## config.mk

```make
export PLATFORM = sky130hd
export DESIGN_NAME = vfcm_ctrl
export DESIGN_NICKNAME = d
export VERILOG_FILES = /design/src/hw/rtl/vfcm_pkg.sv /design/src/hw/rtl/vfcm_ctrl.sv
export SDC_FILE = /design/constraint.sdc
export NUM_CORES = 1
export LEC_CHECK = 0
export BUFFER_PORTS_ARGS = -buffer_cell sky130_fd_sc_hd__buf_4
export CORE_MARGIN = 1
export CORE_UTILIZATION = 35
export CTS_CLUSTER_SIZE = 20
export DETAILED_ROUTE_END_ITERATION = 12
export HOLD_SLACK_MARGIN = 0.02
export PLACE_DENSITY = 0.64
export SLEW_MARGIN = 20
export SYNTH_ARGS = -nofsm -noshare
export SYNTH_HDL_FRONTEND = slang
export SYNTH_SLANG_ARGS = --single-unit
```

## constraint.sdc

```tcl
create_clock -name clk -period 6.3 [get_ports clk]
set_input_delay 0.945 -clock clk [delete_from_list [all_inputs] [get_ports clk]]
set_output_delay 0.945 -clock clk [all_outputs]
set_load 0.03 [all_outputs]
```

## src/hw/rtl/vfcm_pkg.sv

```systemverilog
// Shared types, codes and corner tables of the voxel face-culling mesher.
package vfcm_pkg;

	localparam int CHUNK_WIDTH_DEF  = 16;
	localparam int CHUNK_HEIGHT_DEF = 256;
	localparam int TYPE_BITS_DEF    = 8;

	// Coordinate width that holds a neighbor step and its underflow wrap.
	localparam int CRD_W = 9;

	localparam logic CMD_WRITE = 1'b0;
	localparam logic CMD_MESH  = 1'b1;

	localparam logic [1:0] REG_CHUNK_POS_X = 2'd0;
	localparam logic [1:0] REG_CHUNK_POS_Z = 2'd1;
	localparam logic [1:0] REG_EMPTY_CODE  = 2'd2;

	localparam logic [2:0] FACE_BACK   = 3'd0;
	localparam logic [2:0] FACE_FRONT  = 3'd1;
	localparam logic [2:0] FACE_BOTTOM = 3'd2;
	localparam logic [2:0] FACE_TOP    = 3'd3;
	localparam logic [2:0] FACE_LEFT   = 3'd4;
	localparam logic [2:0] FACE_RIGHT  = 3'd5;

	localparam logic [2:0] VTX_LAST = 3'd5;

	// Corner bits, high to low: dx, dy, dz, tex_u, tex_v.
	typedef logic [4:0] corner_t;

	localparam corner_t CORNER_TAB [0:5][0:5] = '{
		'{5'b10000, 5'b11001, 5'b00010, 5'b11001, 5'b01011, 5'b00010},
		'{5'b00100, 5'b01101, 5'b10110, 5'b01101, 5'b11111, 5'b10110},
		'{5'b00000, 5'b00101, 5'b10010, 5'b00101, 5'b10111, 5'b10010},
		'{5'b11000, 5'b11101, 5'b01010, 5'b11101, 5'b01111, 5'b01010},
		'{5'b00000, 5'b01001, 5'b00110, 5'b01001, 5'b01111, 5'b00110},
		'{5'b10100, 5'b11101, 5'b10010, 5'b11101, 5'b11011, 5'b10010}
	};

	typedef struct packed {
		logic [7:0] vert_x;
		logic [7:0] vert_y;
		logic [7:0] vert_z;
		logic       tex_u;
		logic       tex_v;
		logic [2:0] face;
		logic       last;
	} vtx_t;

	// Lowest visible face at or above start; MSB flags a hit.
	function automatic logic [3:0] next_face(input logic [5:0] mask, input logic [2:0] start);
		logic [3:0] res;
		res = '0;
		for (int i = 5; i >= 0; i--) begin
			if (mask[i] && (3'(i) >= start)) begin
				res = {1'b1, 3'(i)};
			end
		end
		return res;
	endfunction

endpackage

```

## src/hw/rtl/vfcm_ctrl.sv

```systemverilog
// Command sequencer: store writes, neighbor reads, face culling and vertex emission.
module vfcm_ctrl #(
	parameter int CHUNK_WIDTH  = vfcm_pkg::CHUNK_WIDTH_DEF,
	parameter int CHUNK_HEIGHT = vfcm_pkg::CHUNK_HEIGHT_DEF,
	parameter int TYPE_BITS    = vfcm_pkg::TYPE_BITS_DEF,
	localparam int XB = $clog2(CHUNK_WIDTH),
	localparam int YB = $clog2(CHUNK_HEIGHT),
	localparam int AW = 2 * XB + YB
) (
	input  logic                 clk,
	input  logic                 arst_n,
	input  logic                 clr_busy,
	input  logic                 in_valid,
	output logic                 in_ready,
	input  logic                 cmd,
	input  logic [3:0]           cell_x,
	input  logic [7:0]           cell_y,
	input  logic [3:0]           cell_z,
	input  logic [7:0]           cell_type,
	input  logic [7:0]           empty_code,
	output logic                 mem_we,
	output logic [AW-1:0]        mem_addr,
	output logic [TYPE_BITS-1:0] mem_wdata,
	input  logic [TYPE_BITS-1:0] mem_rdata,
	output logic                 out_valid,
	input  logic                 out_ready,
	output vfcm_pkg::vtx_t       out_vtx
);

	localparam logic [2:0] ST_IDLE = 3'd0;
	localparam logic [2:0] ST_RD   = 3'd1;
	localparam logic [2:0] ST_WAIT = 3'd2;
	localparam logic [2:0] ST_DEC  = 3'd3;
	localparam logic [2:0] ST_EMIT = 3'd4;

	localparam logic [2:0] SLOT_CENTER = 3'd0;
	localparam logic [2:0] SLOT_LAST   = 3'd6;

	localparam int CW = vfcm_pkg::CRD_W;

	logic [2:0]           state_q;
	logic [3:0]           x_q;
	logic [7:0]           y_q;
	logic [3:0]           z_q;
	logic [2:0]           rd_q;
	logic                 chk_vld_s1;
	logic [2:0]           chk_idx_s1;
	logic                 chk_in_s1;
	logic                 ctr_full_q;
	logic [5:0]           mask_q;
	logic [2:0]           face_q;
	logic [2:0]           vtx_q;
	logic                 out_valid_q;
	vfcm_pkg::vtx_t       out_vtx_q;

	logic [CW-1:0]        nx, ny, nz;
	logic [CW-1:0]        ix, iy, iz;
	logic [2:0]           nb_face;
	logic                 nb_in;
	logic                 in_in;
	logic                 acc;
	logic [15:0]          type16;
	logic [15:0]          empty16;
	logic [TYPE_BITS-1:0] empty_t;
	logic                 rd_empty;
	logic [2:0]           nf_start;
	logic [3:0]           nf;
	vfcm_pkg::corner_t    corner;
	logic                 load;
	logic                 is_last;

	assign nb_face = rd_q - 3'd1;

	always_comb begin
		nx = CW'(x_q);
		ny = CW'(y_q);
		nz = CW'(z_q);
		if (rd_q != SLOT_CENTER) begin
			unique case (nb_face)
				vfcm_pkg::FACE_BACK:   nz = nz - CW'(1);
				vfcm_pkg::FACE_FRONT:  nz = nz + CW'(1);
				vfcm_pkg::FACE_BOTTOM: ny = ny - CW'(1);
				vfcm_pkg::FACE_TOP:    ny = ny + CW'(1);
				vfcm_pkg::FACE_LEFT:   nx = nx - CW'(1);
				vfcm_pkg::FACE_RIGHT:  nx = nx + CW'(1);
				default: ;
			endcase
		end
	end

	assign nb_in = (nx < CW'(CHUNK_WIDTH)) && (ny < CW'(CHUNK_HEIGHT)) &&
		(nz < CW'(CHUNK_WIDTH));

	assign ix    = CW'(cell_x);
	assign iy    = CW'(cell_y);
	assign iz    = CW'(cell_z);
	assign in_in = (ix < CW'(CHUNK_WIDTH)) && (iy < CW'(CHUNK_HEIGHT)) &&
		(iz < CW'(CHUNK_WIDTH));

	assign in_ready = (state_q == ST_IDLE) && !clr_busy;
	assign acc      = in_valid && in_ready;

	assign type16    = 16'(cell_type);
	assign empty16   = 16'(empty_code);
	assign empty_t   = empty16[TYPE_BITS-1:0];
	assign mem_wdata = type16[TYPE_BITS-1:0];
	assign mem_we    = acc && (cmd == vfcm_pkg::CMD_WRITE) && in_in;
	assign mem_addr  = (state_q == ST_IDLE) ?
		{ix[XB-1:0], iy[YB-1:0], iz[XB-1:0]} :
		{nx[XB-1:0], ny[YB-1:0], nz[XB-1:0]};

	assign rd_empty = !chk_in_s1 || (mem_rdata == empty_t);

	assign nf_start = (state_q == ST_DEC) ? 3'd0 : face_q + 3'd1;
	assign nf       = vfcm_pkg::next_face(mask_q, nf_start);

	assign corner  = vfcm_pkg::CORNER_TAB[face_q][vtx_q];
	assign load    = (state_q == ST_EMIT) && (!out_valid_q || out_ready);
	assign is_last = (vtx_q == vfcm_pkg::VTX_LAST) && !nf[3];

	always_ff @(posedge clk or negedge arst_n) begin
		if (!arst_n) begin
			state_q     <= ST_IDLE;
			rd_q        <= '0;
			chk_vld_s1  <= 1'b0;
			face_q      <= '0;
			vtx_q       <= '0;
			out_valid_q <= 1'b0;
		end else begin
			chk_vld_s1 <= (state_q == ST_RD);
			unique case (state_q)
				ST_IDLE: begin
					if (acc && (cmd == vfcm_pkg::CMD_MESH) && in_in) begin
						state_q <= ST_RD;
						rd_q    <= SLOT_CENTER;
					end
				end
				ST_RD: begin
					rd_q <= rd_q + 3'd1;
					if (rd_q == SLOT_LAST) begin
						state_q <= ST_WAIT;
					end
				end
				ST_WAIT: begin
					state_q <= ST_DEC;
				end
				ST_DEC: begin
					face_q  <= nf[2:0];
					vtx_q   <= '0;
					state_q <= (ctr_full_q && nf[3]) ? ST_EMIT : ST_IDLE;
				end
				ST_EMIT: begin
					if (load) begin
						if (vtx_q == vfcm_pkg::VTX_LAST) begin
							vtx_q <= '0;
							if (nf[3]) begin
								face_q <= nf[2:0];
							end else begin
								state_q <= ST_IDLE;
							end
						end else begin
							vtx_q <= vtx_q + 3'd1;
						end
					end
				end
				default: state_q <= ST_IDLE;
			endcase
			if (load) begin
				out_valid_q <= 1'b1;
			end else if (out_ready) begin
				out_valid_q <= 1'b0;
			end
		end
	end

	always_ff @(posedge clk) begin
		if (acc) begin
			x_q <= cell_x;
			y_q <= cell_y;
			z_q <= cell_z;
		end
		chk_idx_s1 <= rd_q;
		chk_in_s1  <= nb_in;
		if (chk_vld_s1) begin
			if (chk_idx_s1 == SLOT_CENTER) begin
				ctr_full_q <= !rd_empty;
			end else begin
				mask_q[chk_idx_s1 - 3'd1] <= rd_empty;
			end
		end
		if (load) begin
			out_vtx_q.vert_x <= 8'(x_q) + 8'(corner[4]);
			out_vtx_q.vert_y <= y_q + 8'(corner[3]);
			out_vtx_q.vert_z <= 8'(z_q) + 8'(corner[2]);
			out_vtx_q.tex_u  <= corner[1];
			out_vtx_q.tex_v  <= corner[0];
			out_vtx_q.face   <= face_q;
			out_vtx_q.last   <= is_last;
		end
	end

	assign out_valid = out_valid_q;
	assign out_vtx   = out_vtx_q;

endmodule

```

==> results.cfg <==
[clocking]
cts_resized = 0
clock-sinks = 65
hold_buffers = 0
cts_setup_buffers = 0
clockBufferDepth = 2
cts-root-buf = clkbuf_16
cts_tree = done
clkTransAtPathRegs_ns = 0.05
clk_latency_ns = 0.33
cts_made_buffers = 9
cts_max_level = 3

[global_routing]
grt_pass1_vias = 3126
grt_start_max_net_pins = 28
grt_pass1_wl_um = 15600
antenna_found_initial = 0
grt_overflow = 0
grtUsageTotal_pct = 15.6

[synthesis]
synth-xor-area-share_pct = 5.62
ys.flop_type = edfxtp_1
synth_seq_area_share_pct = 42.2
synthArstFlopShare_pct = 21.5
synth_seq_cells = 65
syn_avg_cell_area_um2 = 9.56
synth_warnings = 0
synth_top_family_by_area = simple AND/OR/NAND/NOR gates
synthSimpleGateAreaFrac_pct = 17.4
netlist_area_um2 = 4370
synthCells = 457
synth_edf_count = 47
yosys.area_share.adder_pct = 9.34
synth-compound-area-share_pct = 15.6
yosysUniqueCellTypes = 66
synth.area.mux_share_pct = 2.58

[finish]
layout.nets = 598
drive_gt1_share_pct = 20.6
area_growth_syn_to_layout_pct = 20.8
diodes = 0
n_fill_cell = 1140
fin_util_pct = 43.7

[setup_path]
cp_data_arrival_time_ns = 3.56
required_ns = 5.35
critPathMaxFanout = 9
cp_slowest_cell = dfrtp_1
end_kind = primary output
critPathMaxStageDelay_ns = 0.44
cp-start-kind = register
critPathKind = reg2out
crit_chain = inv_1 -> ha_1 -> xor2_1 -> or2_2 -> ha_1 -> a21oi_1 -> o21ai_0 -> a2111oi_0 -> nor3_1 -> mux2i_1 -> nor3_1 -> buf_4

[route]
met3_length_um = 495
wl_met1_um = 4600
wl_met2_um = 4560
drt-total-wl_um = 9760
firstDrtPassIters = 5
top_layer = met4
detail_route.wl_per_cell_um = 14.1
vias = 3492
drc = 0
vias_per_cell = 5.05
drtIter0Drc = 164
postRouteAntennaNets = 0

[pwr]
vdd_drop_max_v = 0.000204
power_frac_seq_pct = 25.9
clockPowerShare_pct = 17.0
swShare_pct = 45.9
power_density_nw_per_um2 = 527
leakage_nw = 2.16
p_int_mw = 1.51
power_frac_comb_pct = 57.1
switchingPower_mw = 1.28

[min_path]
hp-class = in2async

[timing]
slew_viol_final = 0
rsz0062_at_grt = no
post-route-period-util_pct = 71.4
period_minus_slack_ns = 4.50
tightest_slew_ns = 0.935
finalHoldViolations = 0
final.setup.tns_ns = 0
max_freq_mhz = 222
setup_viol_count_final = 0
relSlewSlack_pct = 37.6
fin_skew_ns = 0.00721

[floorplan]
dieWidth_um = 114
coreArea_um2 = 12100
dieArea_um2 = 12900
die_h_um = 114
ios = 103
start_util_pct = 36.2
num_rows = 40

[placed_design]
portBuffers = 80
gp_congestion = 0.824
hpwl_um = 7240

[outcome]
status = finished clean

[run]
drv_cap = 0
## per-layer routing
| metal | vias to the layer above | global-route usage, % |
|---|---|---|
| li1 | 1746 | - |
| met1 | 1627 | 21.2 |
| met2 | 110 | 24.6 |
| met3 | 9 | 2.66 |
| met4 | 0 | 6.49 |
| met5 | - | 0 |
## registers in the layout, summed over array words and instances, names as in the netlist
signal / cells
ctr_full_q: 1
y_q: 8
chk_idx_s1: 3
state_q: 3
z_q: 4
x_q: 4
chk_vld_s1: 1
out_valid: 1
face_q: 3
vtx_q: 3
chk_in_s1: 1
rd_q: 3
mask_q: 6
out_vtx: 24
## power groups by stage
stage / clock, mW / sequential, mW / combinational, mW
2_1_floorplan: 0 / 0.708 / 1.19
3_3_place_gp: 0 / 0.718 / 1.55
3_5_place_dp: 0 / 0.724 / 1.58
4_1_cts: 0.482 / 0.718 / 1.59
5_1_grt: 0.500 / 0.739 / 1.74
6_report: 0.473 / 0.719 / 1.59
## final timing paths
check | from | end | slack, ns | cells past startpoint
max | rd_q[0] | mem_addr[11] | 1.80 | 12
min | arst_n | face_q[1] | 0.47 | 1
max reg2reg | rd_q[0] | chk_in_s1 | 2.98 | 10
min reg2reg | rd_q[0] | chk_idx_s1[0] | 0.50 | 0
max in group asynchronous | arst_n | state_q[0] | 5.65 | 1
min in group clk | rd_q[0] | chk_idx_s1[0] | 0.50 | 0
## through the flow
step | setup slack [ns] | power, mW | instance area, µm² | cells | hold slack [ns]
4_1_cts | 1.81 | 2.79 | 5270 | 692 | 0.466
3_3_place_gp | 2.29 | 2.27 | 5000 | 677 | 0.469
3_5_place_dp | 2.17 | 2.31 | 5000 | 677 | 0.486
6_report | 1.80 | 2.78 | 5270 | 692 | 0.466
5_1_grt | 1.54 | 2.98 | 5270 | 692 | 0.471
2_1_floorplan | 2.05 | 1.90 | 4390 | 462 | 0.401
## synthesized netlist by cell type (all sizes together), types with 3 or more instances
master	n	area (µm²)
nor2	48	190
edfxtp	47	1410
nand2	38	143
a21oi	31	155
ha	31	388
o21ai	28	140
inv	24	90.1
buf	21	168
xnor2	21	184
clkbuf	15	57.6
nand3	15	80.1
nor3	15	75.1
dfrtp	14	350
mux2i	9	90.1
a31oi	8	65.1
nor2b	7	43.8
xor2	7	61.3
nand2b	6	37.5
o22ai	5	31.3
and3	4	25.0
dfxtp	4	80.1
o21a	4	30.0
or3	4	30.0
a211oi	3	27.5
nand3b	3	35.0
nor3b	3	22.5
o21bai	3	22.5
o31ai	3	22.5
## cells in the final DEF (no fill, tap or decap), types with 3 or more instances in the layout
cell,Yosys,final
conb_1,1,6
clkbuf_16,0,9
and3_1,4,4
xor2_1,7,7
o22ai_1,5,5
nor3_1,15,15
or3_1,3,3
buf_4,15,83
o21a_1,4,4
mux2i_1,9,9
xnor2_1,21,21
nand2b_1,6,6
edfxtp_1,47,47
ha_1,31,31
o21ai_0,28,28
dfrtp_1,14,14
dfxtp_1,4,4
nor2b_1,7,7
nand3_1,14,14
a21oi_1,31,31
inv_1,24,24
o21bai_1,3,3
a31oi_1,7,7
o31ai_1,3,3
nand2_1,38,38
clkinv_2,0,3
nor3b_1,3,3
nor2_1,46,45
## layout make-up
type	instances	area (µm²)	share of cell area [%]
Multi-Input combinational cell	337	2230	42.3
Sequential cell	65	1840	34.9
Timing Repair Buffer	83	623	11.8
Clock buffer	11	233	4.41
Tap cell	168	210	3.99
Inverter	24	90.1	1.71
Clock inverter	4	45.0	0.854
## worst max-delay path: cells and delay by family (launching register included)
family / cells / cell delay [ns]
XOR/XNOR: 1 / 0.19
adder cells (fa/ha/maj): 2 / 0.65
AND/OR/NAND/NOR: 3 / 0.73
multiplexers: 1 / 0.14
flip-flops: 1 / 0.44
AO/OA/AOI/OAI: 3 / 0.75
buffers and inverters: 2 / 0.34
## cells by family after synthesis
logic type	count (synthesis)
buffers and inverters	60
AND/OR/NAND/NOR	154
other	1
XOR/XNOR	28
multiplexers	11
adder cells (fa/ha/maj)	32
flip-flops	65
AO/OA/AOI/OAI	106
No activity file was read; power rests on OpenSTA's default activity.
